### config.mk
export PLATFORM = sky130hd
export DESIGN_NAME = rpn_stack_evaluator_unit
export DESIGN_NICKNAME = d
export VERILOG_FILES = /design/src/rse_pkg.sv /design/src/rpn_stack_evaluator_unit.sv /design/src/rse_div.sv /design/src/rse_stack.sv
export SDC_FILE = /design/constraint.sdc
export NUM_CORES = 2
export LEC_CHECK = 0
export ABC_CLOCK_PERIOD_IN_PS = 22200
export CAP_MARGIN = 20
export CORE_ASPECT_RATIO = 0.5
export CORE_MARGIN = 2
export CORE_UTILIZATION = 30
export CTS_CLUSTER_SIZE = 8
export DETAILED_ROUTE_END_ITERATION = 12
export DONT_BUFFER_PORTS = 1
export PLACE_DENSITY = 0.45
export SYNTH_ARGS = -nofsm -noshare
export SYNTH_HDL_FRONTEND = slang
export SYNTH_SLANG_ARGS = --single-unit
### constraint.sdc
create_clock -name clk_i -period 22.2 [get_ports clk_i]
set_input_delay 3.33 -clock clk_i [delete_from_list [all_inputs] [get_ports clk_i]]
set_output_delay 3.33 -clock clk_i [all_outputs]
set_load 0.1 [all_outputs]
### src/rse_pkg.sv
`default_nettype none
package rse_pkg;

  localparam int unsigned DataW   = 32;
  localparam int unsigned FuncW   = 3;
  localparam int unsigned StatusW = 3;

  localparam logic [FuncW-1:0] FuncPush = 3'd0;
  localparam logic [FuncW-1:0] FuncAdd  = 3'd1;
  localparam logic [FuncW-1:0] FuncSub  = 3'd2;
  localparam logic [FuncW-1:0] FuncMul  = 3'd3;
  localparam logic [FuncW-1:0] FuncDiv  = 3'd4;

  localparam logic [StatusW-1:0] StatusOk       = 3'd0;
  localparam logic [StatusW-1:0] StatusFew      = 3'd1;
  localparam logic [StatusW-1:0] StatusDivZero  = 3'd2;
  localparam logic [StatusW-1:0] StatusCount    = 3'd3;
  localparam logic [StatusW-1:0] StatusOverflow = 3'd4;

endpackage
`default_nettype wire

### src/rpn_stack_evaluator_unit.sv
`default_nettype none
// Reverse Polish integer evaluator: one token per input word, one result word
// (status in tuser, value in tdata) after the token marked tlast. Divide is
// the slowest token: the 32-step shift-subtract divider sets the worst case.
// The operand stack is a memory with two registered read ports addressed at
// the top two entries, so no clearing pass is needed after reset. Status: 0
// ok, 1 too few operands, 2 divide by zero, 3 final count not one, 4 stack
// overflow; value is zero unless status is 0.
module rpn_stack_evaluator_unit #(
  parameter int unsigned STACK_DEPTH = 16
) (
  input  wire logic        clk_i,
  input  wire logic        rst_ni,
  input  wire logic        s_axis_tvalid_i,
  output logic             s_axis_tready_o,
  input  wire logic [31:0] s_axis_tdata_i,  // [31:0] number
  input  wire logic [2:0]  s_axis_tuser_i,  // [2:0] func
  input  wire logic        s_axis_tlast_i,
  output logic             m_axis_tvalid_o,
  input  wire logic        m_axis_tready_i,
  output logic [31:0]      m_axis_tdata_o,  // [31:0] value
  output logic [2:0]       m_axis_tuser_o   // [2:0] status
);

  localparam int unsigned W  = rse_pkg::DataW;
  localparam int unsigned AW = $clog2(STACK_DEPTH);
  localparam int unsigned CW = $clog2(STACK_DEPTH + 1);
  localparam logic [CW-1:0] CountFull = CW'(STACK_DEPTH);
  localparam logic [CW-1:0] CountOne  = CW'(1);
  localparam logic [CW-1:0] CountTwo  = CW'(2);

  localparam logic [2:0] SIdle   = 3'd0;
  localparam logic [2:0] SDecode = 3'd1;
  localparam logic [2:0] SDiv    = 3'd2;
  localparam logic [2:0] SWrite  = 3'd3;
  localparam logic [2:0] SFinish = 3'd4;

  logic [2:0]                   state_q, state_d;
  logic [CW-1:0]                count_q, count_d;
  logic [rse_pkg::StatusW-1:0]  err_q, err_d;
  logic [rse_pkg::FuncW-1:0]    func_q;
  logic [W-1:0]                 num_q;
  logic                         last_q;
  logic [W-1:0]                 res_q, res_d;
  logic [W-1:0]                 bottom_q;
  logic                         out_valid_q, out_valid_d;
  logic [rse_pkg::StatusW-1:0]  out_status_q, out_status_d;
  logic [W-1:0]                 out_value_q, out_value_d;

  logic                         accept;
  logic                         we;
  logic [AW-1:0]                waddr;
  logic [W-1:0]                 wdata;
  logic [AW-1:0]                raddr_a, raddr_b;
  logic [W-1:0]                 rhs, lhs;
  logic                         div_start, div_done;
  logic [W-1:0]                 div_quo;
  logic [CW-1:0]                count_m1, count_m2;

  assign count_m1 = count_q - CountOne;
  assign count_m2 = count_q - CountTwo;
  assign raddr_a  = count_m1[AW-1:0];
  assign raddr_b  = count_m2[AW-1:0];

  rse_stack #(
    .STACK_DEPTH(STACK_DEPTH)
  ) u_stack (
    .clk_i     (clk_i),
    .we_i      (we),
    .waddr_i   (waddr),
    .wdata_i   (wdata),
    .raddr_a_i (raddr_a),
    .raddr_b_i (raddr_b),
    .rdata_a_o (rhs),
    .rdata_b_o (lhs)
  );

  rse_div u_div (
    .clk_i      (clk_i),
    .rst_ni     (rst_ni),
    .start_i    (div_start),
    .dividend_i (lhs),
    .divisor_i  (rhs),
    .done_o     (div_done),
    .quotient_o (div_quo)
  );

  assign s_axis_tready_o = (state_q == SIdle);
  assign accept          = s_axis_tvalid_i && s_axis_tready_o;

  always_comb begin
    state_d      = state_q;
    count_d      = count_q;
    err_d        = err_q;
    res_d        = res_q;
    out_valid_d  = out_valid_q && !m_axis_tready_i;
    out_status_d = out_status_q;
    out_value_d  = out_value_q;
    we           = 1'b0;
    waddr        = count_q[AW-1:0];
    wdata        = num_q;
    div_start    = 1'b0;
    case (state_q)
      SIdle: begin
        if (accept) begin
          state_d = SDecode;
        end
      end
      SDecode: begin
        state_d = SFinish;
        if (err_q == rse_pkg::StatusOk) begin
          case (func_q)
            rse_pkg::FuncPush: begin
              if (count_q == CountFull) begin
                err_d = rse_pkg::StatusOverflow;
              end else begin
                we      = 1'b1;
                count_d = count_q + CountOne;
              end
            end
            rse_pkg::FuncAdd, rse_pkg::FuncSub, rse_pkg::FuncMul, rse_pkg::FuncDiv: begin
              if (count_q < CountTwo) begin
                err_d = rse_pkg::StatusFew;
              end else begin
                case (func_q)
                  rse_pkg::FuncAdd: begin
                    res_d   = lhs + rhs;
                    state_d = SWrite;
                  end
                  rse_pkg::FuncSub: begin
                    res_d   = lhs - rhs;
                    state_d = SWrite;
                  end
                  rse_pkg::FuncMul: begin
                    res_d   = W'(lhs * rhs);
                    state_d = SWrite;
                  end
                  default: begin
                    if (rhs == '0) begin
                      err_d = rse_pkg::StatusDivZero;
                    end else begin
                      div_start = 1'b1;
                      state_d   = SDiv;
                    end
                  end
                endcase
              end
            end
            default: begin
            end
          endcase
        end
      end
      SDiv: begin
        if (div_done) begin
          res_d   = div_quo;
          state_d = SWrite;
        end
      end
      SWrite: begin
        we      = 1'b1;
        waddr   = count_m2[AW-1:0];
        wdata   = res_q;
        count_d = count_m1;
        state_d = SFinish;
      end
      SFinish: begin
        if (!last_q) begin
          state_d = SIdle;
        end else if (!out_valid_q || m_axis_tready_i) begin
          out_valid_d = 1'b1;
          out_value_d = '0;
          if (err_q != rse_pkg::StatusOk) begin
            out_status_d = err_q;
          end else if (count_q == CountOne) begin
            out_status_d = rse_pkg::StatusOk;
            out_value_d  = bottom_q;
          end else begin
            out_status_d = rse_pkg::StatusCount;
          end
          count_d = '0;
          err_d   = rse_pkg::StatusOk;
          state_d = SIdle;
        end
      end
      default: begin
        state_d = SIdle;
      end
    endcase
  end

  always_ff @(posedge clk_i or negedge rst_ni) begin
    if (!rst_ni) begin
      state_q     <= SIdle;
      count_q     <= '0;
      err_q       <= rse_pkg::StatusOk;
      out_valid_q <= 1'b0;
    end else begin
      state_q     <= state_d;
      count_q     <= count_d;
      err_q       <= err_d;
      out_valid_q <= out_valid_d;
    end
  end

  always_ff @(posedge clk_i) begin
    if (accept) begin
      func_q <= s_axis_tuser_i;
      num_q  <= s_axis_tdata_i;
      last_q <= s_axis_tlast_i;
    end
    if (we && (waddr == '0)) begin
      bottom_q <= wdata;
    end
    res_q        <= res_d;
    out_status_q <= out_status_d;
    out_value_q  <= out_value_d;
  end

  assign m_axis_tvalid_o = out_valid_q;
  assign m_axis_tdata_o  = out_value_q;
  assign m_axis_tuser_o  = out_status_q;

  a_count_bounded: assert property (
    @(posedge clk_i) disable iff (!rst_ni) count_q <= CountFull
  ) else $error("stack count beyond depth");

  a_result_from_last: assert property (
    @(posedge clk_i) disable iff (!rst_ni)
    (!out_valid_q || m_axis_tready_i) ##1 out_valid_q |->
      $past(state_q == SFinish && last_q)
  ) else $error("result word without a last token");

  a_error_sticky: assert property (
    @(posedge clk_i) disable iff (!rst_ni)
    (err_q != rse_pkg::StatusOk && state_q != SFinish) |=> err_q == $past(err_q)
  ) else $error("pending error changed before end of expression");

endmodule
`default_nettype wire

### src/rse_div.sv
`default_nettype none
module rse_div (
  input  wire logic                          clk_i,
  input  wire logic                          rst_ni,
  input  wire logic                          start_i,
  input  wire logic [rse_pkg::DataW-1:0]     dividend_i,
  input  wire logic [rse_pkg::DataW-1:0]     divisor_i,
  output logic                               done_o,
  output logic [rse_pkg::DataW-1:0]          quotient_o
);

  localparam int unsigned W    = rse_pkg::DataW;
  localparam int unsigned CntW = $clog2(W);
  localparam logic [CntW-1:0] CntLast = CntW'(W - 1);

  logic            busy_q, busy_d;
  logic            done_q, done_d;
  logic [CntW-1:0] cnt_q, cnt_d;
  logic            neg_q, neg_d;
  logic [W-1:0]    rem_q, rem_d;
  logic [W-1:0]    quo_q, quo_d;
  logic [W-1:0]    mag_q, mag_d;
  logic [W:0]      rem_sh;
  logic            ge;

  assign rem_sh = {rem_q, quo_q[W-1]};
  assign ge     = rem_sh >= {1'b0, mag_q};

  always_comb begin
    busy_d = busy_q;
    done_d = 1'b0;
    cnt_d  = cnt_q;
    neg_d  = neg_q;
    rem_d  = rem_q;
    quo_d  = quo_q;
    mag_d  = mag_q;
    if (start_i) begin
      busy_d = 1'b1;
      cnt_d  = '0;
      neg_d  = dividend_i[W-1] ^ divisor_i[W-1];
      rem_d  = '0;
      quo_d  = dividend_i[W-1] ? W'(0) - dividend_i : dividend_i;
      mag_d  = divisor_i[W-1] ? W'(0) - divisor_i : divisor_i;
    end else if (busy_q) begin
      rem_d = ge ? W'(rem_sh - {1'b0, mag_q}) : rem_sh[W-1:0];
      quo_d = {quo_q[W-2:0], ge};
      cnt_d = cnt_q + CntW'(1);
      if (cnt_q == CntLast) begin
        busy_d = 1'b0;
        done_d = 1'b1;
      end
    end
  end

  always_ff @(posedge clk_i or negedge rst_ni) begin
    if (!rst_ni) begin
      busy_q <= 1'b0;
      done_q <= 1'b0;
      cnt_q  <= '0;
    end else begin
      busy_q <= busy_d;
      done_q <= done_d;
      cnt_q  <= cnt_d;
    end
  end

  always_ff @(posedge clk_i) begin
    neg_q <= neg_d;
    rem_q <= rem_d;
    quo_q <= quo_d;
    mag_q <= mag_d;
  end

  assign done_o     = done_q;
  assign quotient_o = neg_q ? W'(0) - quo_q : quo_q;

endmodule
`default_nettype wire

### src/rse_stack.sv
`default_nettype none
module rse_stack #(
  parameter int unsigned STACK_DEPTH = 16
) (
  input  wire logic                                clk_i,
  input  wire logic                                we_i,
  input  wire logic [$clog2(STACK_DEPTH)-1:0]      waddr_i,
  input  wire logic [rse_pkg::DataW-1:0]           wdata_i,
  input  wire logic [$clog2(STACK_DEPTH)-1:0]      raddr_a_i,
  input  wire logic [$clog2(STACK_DEPTH)-1:0]      raddr_b_i,
  output logic [rse_pkg::DataW-1:0]                rdata_a_o,
  output logic [rse_pkg::DataW-1:0]                rdata_b_o
);

  logic [rse_pkg::DataW-1:0] mem_q [STACK_DEPTH];

  always_ff @(posedge clk_i) begin
    if (we_i) begin
      mem_q[waddr_i] <= wdata_i;
    end
  end

  always_ff @(posedge clk_i) begin
    rdata_a_o <= mem_q[raddr_a_i];
    rdata_b_o <= mem_q[raddr_b_i];
  end

endmodule
`default_nettype wire

* After elaboration in Yosys (flattened, before gate mapping) *
Memories as Yosys holds them, arrays and structs flattened. A register that Yosys moved wholly into a read port is not among the register bits.
Index checks and enable logic that the tools add are counted.

cells by class
  shift operators = 0
  add/sub/neg operators = 10
  bitwise gates (word level) = 2
  divide/modulo/power cells = 0
  magnitude comparators = 2
  reductions and logical operators = 24
  multipliers = 1
  muxes and demuxes = 63
  eq/ne operators = 26

operator list
  kind                                                  number
  2-to-1 mux 32 bit                                     10
  one-hot mux 32 bit (3 select lines)                   1
  subtractor 1 x 32 -> 32 bit (first input constant)    3
  one-hot mux 32 bit (2 select lines)                   1
  subtractor 32 bit                                     2
  2-to-1 mux 3 bit                                      16
  2-to-1 mux 5 bit                                      7
  >= comparator 33 x 32 -> 1 bit                        1
  adder 32 bit                                          1
  zero test 32 bit                                      1
  multiplier 32 x 32 -> 32 bit                          1
  2-to-1 mux 31 bit                                     1
  2-to-1 mux 1 bit                                      20
  one-hot mux 3 bit (5 select lines)                    1
  one-hot mux 5 bit (3 select lines)                    1
  equality test 3 x 2 -> 1 bit (second input constant)  4
  != test 2 bit (second input constant)                 6
  != test 4 bit (second input constant)                 3
  one-hot mux 3 bit (2 select lines)                    2
  AND reduction 6 bit                                   2
  adder 5 x 1 -> 5 bit (second input constant)          2
  equality test 5 bit (second input constant)           2
  zero test 3 bit                                       3
  AND reduction 8 bit                                   1
  other kinds (24)                                      36

storage, ports and cells
  bits in latches = 0
  memory bits (writable) = 512
  register bits after elaboration = 251
  memories kept = 1
  memory bits (read-only) = 0
  logic and storage cells = 148

memories
  memory         depth  width  rd ports  clocked after memory_dff  wr ports  line             RTL
  u_stack.mem_q  16     32     2         2                         1         rse_stack.sv:15  logic [rse_pkg::DataW-1:0] mem_q [STACK_DEPTH];

* Logic depth before layout (Yosys ltp) *
  depth in word-level cells = 8
  mapped depth = 28

* By module *
Synthesis repeated with hierarchy kept, for this count alone.

second synthesis, totals
  cell total of the unflattened synthesis = 4667
  area, all modules = 56451.6 µm²

by module, submodules not included
  module                    cells an instance  times used  area an instance (µm²)  sequential area each (µm²)
  rpn_stack_evaluator_unit  2656               1           24494.7                 4354.2
  rse_stack                 1141               1           24203.2                 16656.0
  rse_div                   870                1           7753.7                  2767.7

* Worst setup path after synthesis *
OpenSTA, ideal clock, no wires.

  kind = register to register
  start = register u_stack.rdata_a_o[8] (netlist name), read port of u_stack.mem_q
  end = register res_q[31], data pin
  setup slack = 14900 ps
  arrival time = 7039 ps
  clock period less this slack = 7300 ps
  data required time = 21939 ps
  stages on the path, launching flop included = 28
  library setup time = 261 ps
  path through = dfxtp_1 > clkbuf_1 > buf_1 > nand2_1 > fa_1 > inv_1 > fa_1 > fa_1 > inv_1 > fa_1 > inv_1 > fa_1 > inv_1 > fa_1 > inv_1 > fa_1 > fa_1 > ha_1 > a21oi_1 > nand2_1 > a21oi_1 > nor2b_1 > a311oi_2 > nor4_1 > o41ai_1 > o21ai_0 > mux2i_1 > a2bb2oi_1

between the ends
  cells in the longest elaborated chain, start to end = 6

ends and longest elaborated chain
  what                                                  line                             RTL
  start: declaration                                    rse_stack.sv:11                  output logic [rse_pkg::DataW-1:0] rdata_a_o,
  multiplier 32 x 32 -> 32 bit (tied with other cells)  rpn_stack_evaluator_unit.sv:135  res_d = W'(lhs * rhs);
  one-hot mux 32 bit (3 select lines) *                 rpn_stack_evaluator_unit.sv:125  case (func_q)
  2-to-1 mux 32 bit *                                   rpn_stack_evaluator_unit.sv:122  if (count_q < CountTwo) begin
  2-to-1 mux 32 bit *                                   rpn_stack_evaluator_unit.sv:112  case (func_q)
  2-to-1 mux 32 bit *                                   rpn_stack_evaluator_unit.sv:111  if (err_q == rse_pkg::StatusOk) begin
  one-hot mux 32 bit (2 select lines) *                 rpn_stack_evaluator_unit.sv:103  case (state_q)
  named net res_d[31]                                   rpn_stack_evaluator_unit.sv:44   logic [W-1:0] res_q, res_d;
  end signal: assignment                                rpn_stack_evaluator_unit.sv:215  res_q <= res_d;
  end: declaration                                      rpn_stack_evaluator_unit.sv:44

Mark *: on every way through the listed nets, which the timed path passes. The rest lies on a longest branch. The select of a mux whose other input is x is not followed.
A chain may end at the register's enable or synchronous reset.

* Worst setup path after layout *
  start = register u_stack.rdata_b_o[6] (netlist name), read port of u_stack.mem_q
  end = register res_q[31], data pin

between the ends
  cells in the longest elaborated chain, start to end = 6

ends and longest elaborated chain
  what                                                  line                             RTL
  start: declaration                                    rse_stack.sv:12                  output logic [rse_pkg::DataW-1:0] rdata_b_o
  multiplier 32 x 32 -> 32 bit (tied with other cells)  rpn_stack_evaluator_unit.sv:135
  one-hot mux 32 bit (3 select lines) *                 rpn_stack_evaluator_unit.sv:125
  2-to-1 mux 32 bit *                                   rpn_stack_evaluator_unit.sv:122
  2-to-1 mux 32 bit *                                   rpn_stack_evaluator_unit.sv:112
  2-to-1 mux 32 bit *                                   rpn_stack_evaluator_unit.sv:111
  one-hot mux 32 bit (2 select lines) *                 rpn_stack_evaluator_unit.sv:103
  named net res_d[31]                                   rpn_stack_evaluator_unit.sv:44

Marks and branches as above.

==> out/summary.txt <==
outcome - finished, final reports clean
clk_lat worst skew - 0.76 ns
synthesis-stage register bit count - 795
cell depth of the worst setup path - 22
Initial Util - 30.3%
Slew HR - 21.8%
cell area after placement - 0.0577 sq mm
post-DP HPWL - 114,000 microns
reg2reg path depth - 22
total gr overflow - 0
CTS tree - done
worst endpoint required time - 22.67 ns
Fillers - 17,648
Avg WL per Cell - 25.4 microns
port buffer count - 0
Clock Sinks - 795
detailed-route via count - 34,940
hold_ws - 0.462 ns
PnR worst setup slack - 13.86 ns
cell taking the most area after synthesis - edfxtp_1
Worst Path Arrival - 8.81 ns
number of global-route vias before repair - 36,820
clock root cell - clkbuf_16
Post-synth ARST share - 2.39%
Pre-Repair DR Iteration Count - 6
Final setup viols - 0
die width - 608 microns
Post-synth EDFFs - 680
Crit. End Element - flop
maximum clock frequency - 0.120 GHz
Max Slew Vio Count - 0
Final #Nets - 4,919
first-pass GRT wire length - 254,000 microns
hold_buf cts - 0
Global Route Usage Sum - 18.6%
Sum Neg Setup Slack - 0 ns
core footprint - 0.180 sq mm
pin count of the biggest net entering global routing - 63
Die Y - 306 microns
dpl ws - 13.91 ns
DR iter-0 viols - 2,934
H-tree Lvls - 3
Gates resized, CTS repair - 0
r2r setup slk - 13.86 ns
worst slew pin tran - 1.16 ns
Avg Cell Area, Syn - 12.7 sq um
Synth-to-Final Area Change - 11.7%
Post-Route WL - 172,000 microns
Top delay family on crit path - adder cells
kind of critical path - reg2reg
Period minus WS final - 8.34 ns
period utilization - 37.6%
IO Count - 77
post-CTS setup buffers - 0
worst path bufs/invs - 2
clock buffer depth - 3
max incr delay on CP - 0.83 ns
Setup Skew - 0.0927 ns
CP Capture Point - res_q[31]
Final Cell Area - 0.0611 sq mm
most used cell, CP - fa_1
clock-pin slew on the worst setup and hold paths - 0.06 ns
Post-Syn Area - 0.0547 sq mm
vias per std cell - 5.15
total CTS buffers - 110
Worst R2R End - res_q[31]
RSZ-0062 raised after global routing - no
top post-synthesis cells by area - edfxtp_1 (37%), fa_1 (15%), mux4_2 (13%), ha_1 (4.6%), and2_1 (3.9%)
GP Congestion - 0.868
Yosys top cell area share - 37.4%
layout cells sized above 1 - 14.6%
most frequent cells in the layout - edfxtp_1 (680), inv_1 (449), fa_1 (410)
crit path max-delay cell type - dfxtp_1
MaxCap Viol Count - 0
register area share after synthesis - 41.7%
Critical path origin - u_stack.rdata_b_o[6]
Critical Path Start Type - flop
CP max FO - 19
Synth warnings - 0
Row Count - 110
Reg-to-Reg Start - u_stack.rdata_b_o[6]
Post-DRT Antenna Nets - 0
cell count after synthesis - 4,313
top_reg_cell synth - edfxtp_1
crit-path cells - and2_1, fa_1, fa_1, inv_1, fa_1, fa_1, inv_1, ha_1, ha_1, fa_1, fa_1, ha_1, and2_1, a221oi_1, o211ai_1, or3_1, a311oi_2, nor4_1, o41ai_1, o21ai_0, mux2i_1, a2bb2oi_1
initial antenna violation count - 16
commonest non-fill, non-tap cell in the layout - edfxtp_1
HP Class - reg2reg
drt drc - 0
Hold Fails Final Rpt - 0
Yosys cell types - 76
Net Count, Synth - 4,962
Die ar. - 0.186 sq mm
-- area by class of cell --
class,instances,area [sq um],share of cell area [%]
multi-input combinational,2808,29400,48.1
sequential,795,22800,37.4
clock buffer,201,3160,5.17
tap,2408,3010,4.93
inverter,451,1690,2.77
timing repair buffer,104,801,1.31
clock inverter,7,175,0.287
antenna,13,32.5,0.0533
-- flip-flops by register name (all words and copies together) (netlist names), 5 cells and up --
| signal | flops |
|---|---|
| u_stack.mem_q | 481 |
| m_axis_tdata_o | 32 |
| num_q | 32 |
| res_q | 32 |
| u_div.mag_q | 32 |
| u_div.quo_q | 32 |
| u_div.rem_q | 32 |
| u_stack.rdata_a_o | 32 |
| u_stack.rdata_b_o | 32 |
| bottom_q | 31 |
| count_q | 5 |
| u_div.cnt_q | 5 |
-- worst min-delay path by stage --
| stage | start | to | slack (ns) | depth (start not counted) |
|---|---|---|---|---|
| floorplan | u_div.rem_q[31] | u_div.rem_q[31] | 0.43 | 2 |
| detailed placement | u_div.rem_q[31] | u_div.rem_q[31] | 0.45 | 2 |
| global placement | u_div.rem_q[31] | u_div.rem_q[31] | 0.44 | 2 |
| CTS | u_div.rem_q[31] | u_div.rem_q[31] | 0.47 | 2 |
| global route | u_div.rem_q[31] | u_div.rem_q[31] | 0.51 | 2 |
| finish | u_div.rem_q[31] | u_div.rem_q[31] | 0.46 | 2 |
-- through the flow --
| stage | util (%) | cells |
|---|---|---|
| after floorplan | - | 4313 |
| after global placement | 32.0 | 6566 |
| after detailed placement | 32.0 | 6566 |
| after CTS | 33.8 | 6774 |
| after global routing | 33.8 | 6774 |
| final | 33.9 | 6787 |
-- cell families (layout without fill, tap and decap cells) --
family	after synthesis	count (layout)	synth area share (%)
AOI/OAI and AO/OA	528	528	5.98
xor gates and xnor gates	252	252	4.04
adders and majority gates	609	609	19.6
buffers and inverters	710	763	4.89
DFF	795	795	41.7
muxes	368	368	14.1
other	0	13	0
and+or+nand+nor	1051	1051	9.63
-- metal layers --
layer | part of all wire, % | vias up | GRT usage, %
li1 | - | 15135 | -
met1 | 46 | 18519 | 26.2
met2 | 47 | 1072 | 30.3
met3 | 5.6 | 210 | 2.71
met4 | 2.0 | 4 | 4.27
met5 | 0.016 | - | 0
-- worst min-delay path, cell delays in order (launching register included) --
cell     delay [ns]
dfxtp_1        0.32
nand2_1        0.05
o21ai_0        0.06
-- cell usage after synthesis, drive strengths merged, types with 4 or more instances --
| cell type | instances |
|---|---|
| edfxtp | 680 |
| inv | 450 |
| fa | 410 |
| nand2 | 379 |
| and2 | 344 |
| mux4 | 320 |
| clkbuf | 219 |
| ha | 199 |
| o21ai | 168 |
| nor2 | 145 |
| a21oi | 143 |
| xnor2 | 131 |
| xor2 | 121 |
| dfxtp | 96 |
| buf | 40 |
| o31ai | 38 |
| mux2 | 36 |
| a21o | 29 |
| nor3 | 29 |
| a211oi | 28 |
| nand2b | 23 |
| nand3 | 23 |
| or3 | 20 |
| dfrtp | 19 |
| o21a | 19 |
| nor2b | 16 |
| o41ai | 15 |
| nand4 | 14 |
| o211ai | 13 |
| or4 | 13 |
| mux2i | 12 |
| or2 | 12 |
| o21bai | 11 |
| nor4 | 10 |
| and3 | 9 |
| a31oi | 8 |
| o22ai | 7 |
| a221oi | 6 |
| o31a | 6 |
| a211o | 4 |
| a22oi | 4 |
Power is not shown: default switching activity piles up to over one toggle a cycle in this logic, so the estimate is an artifact.
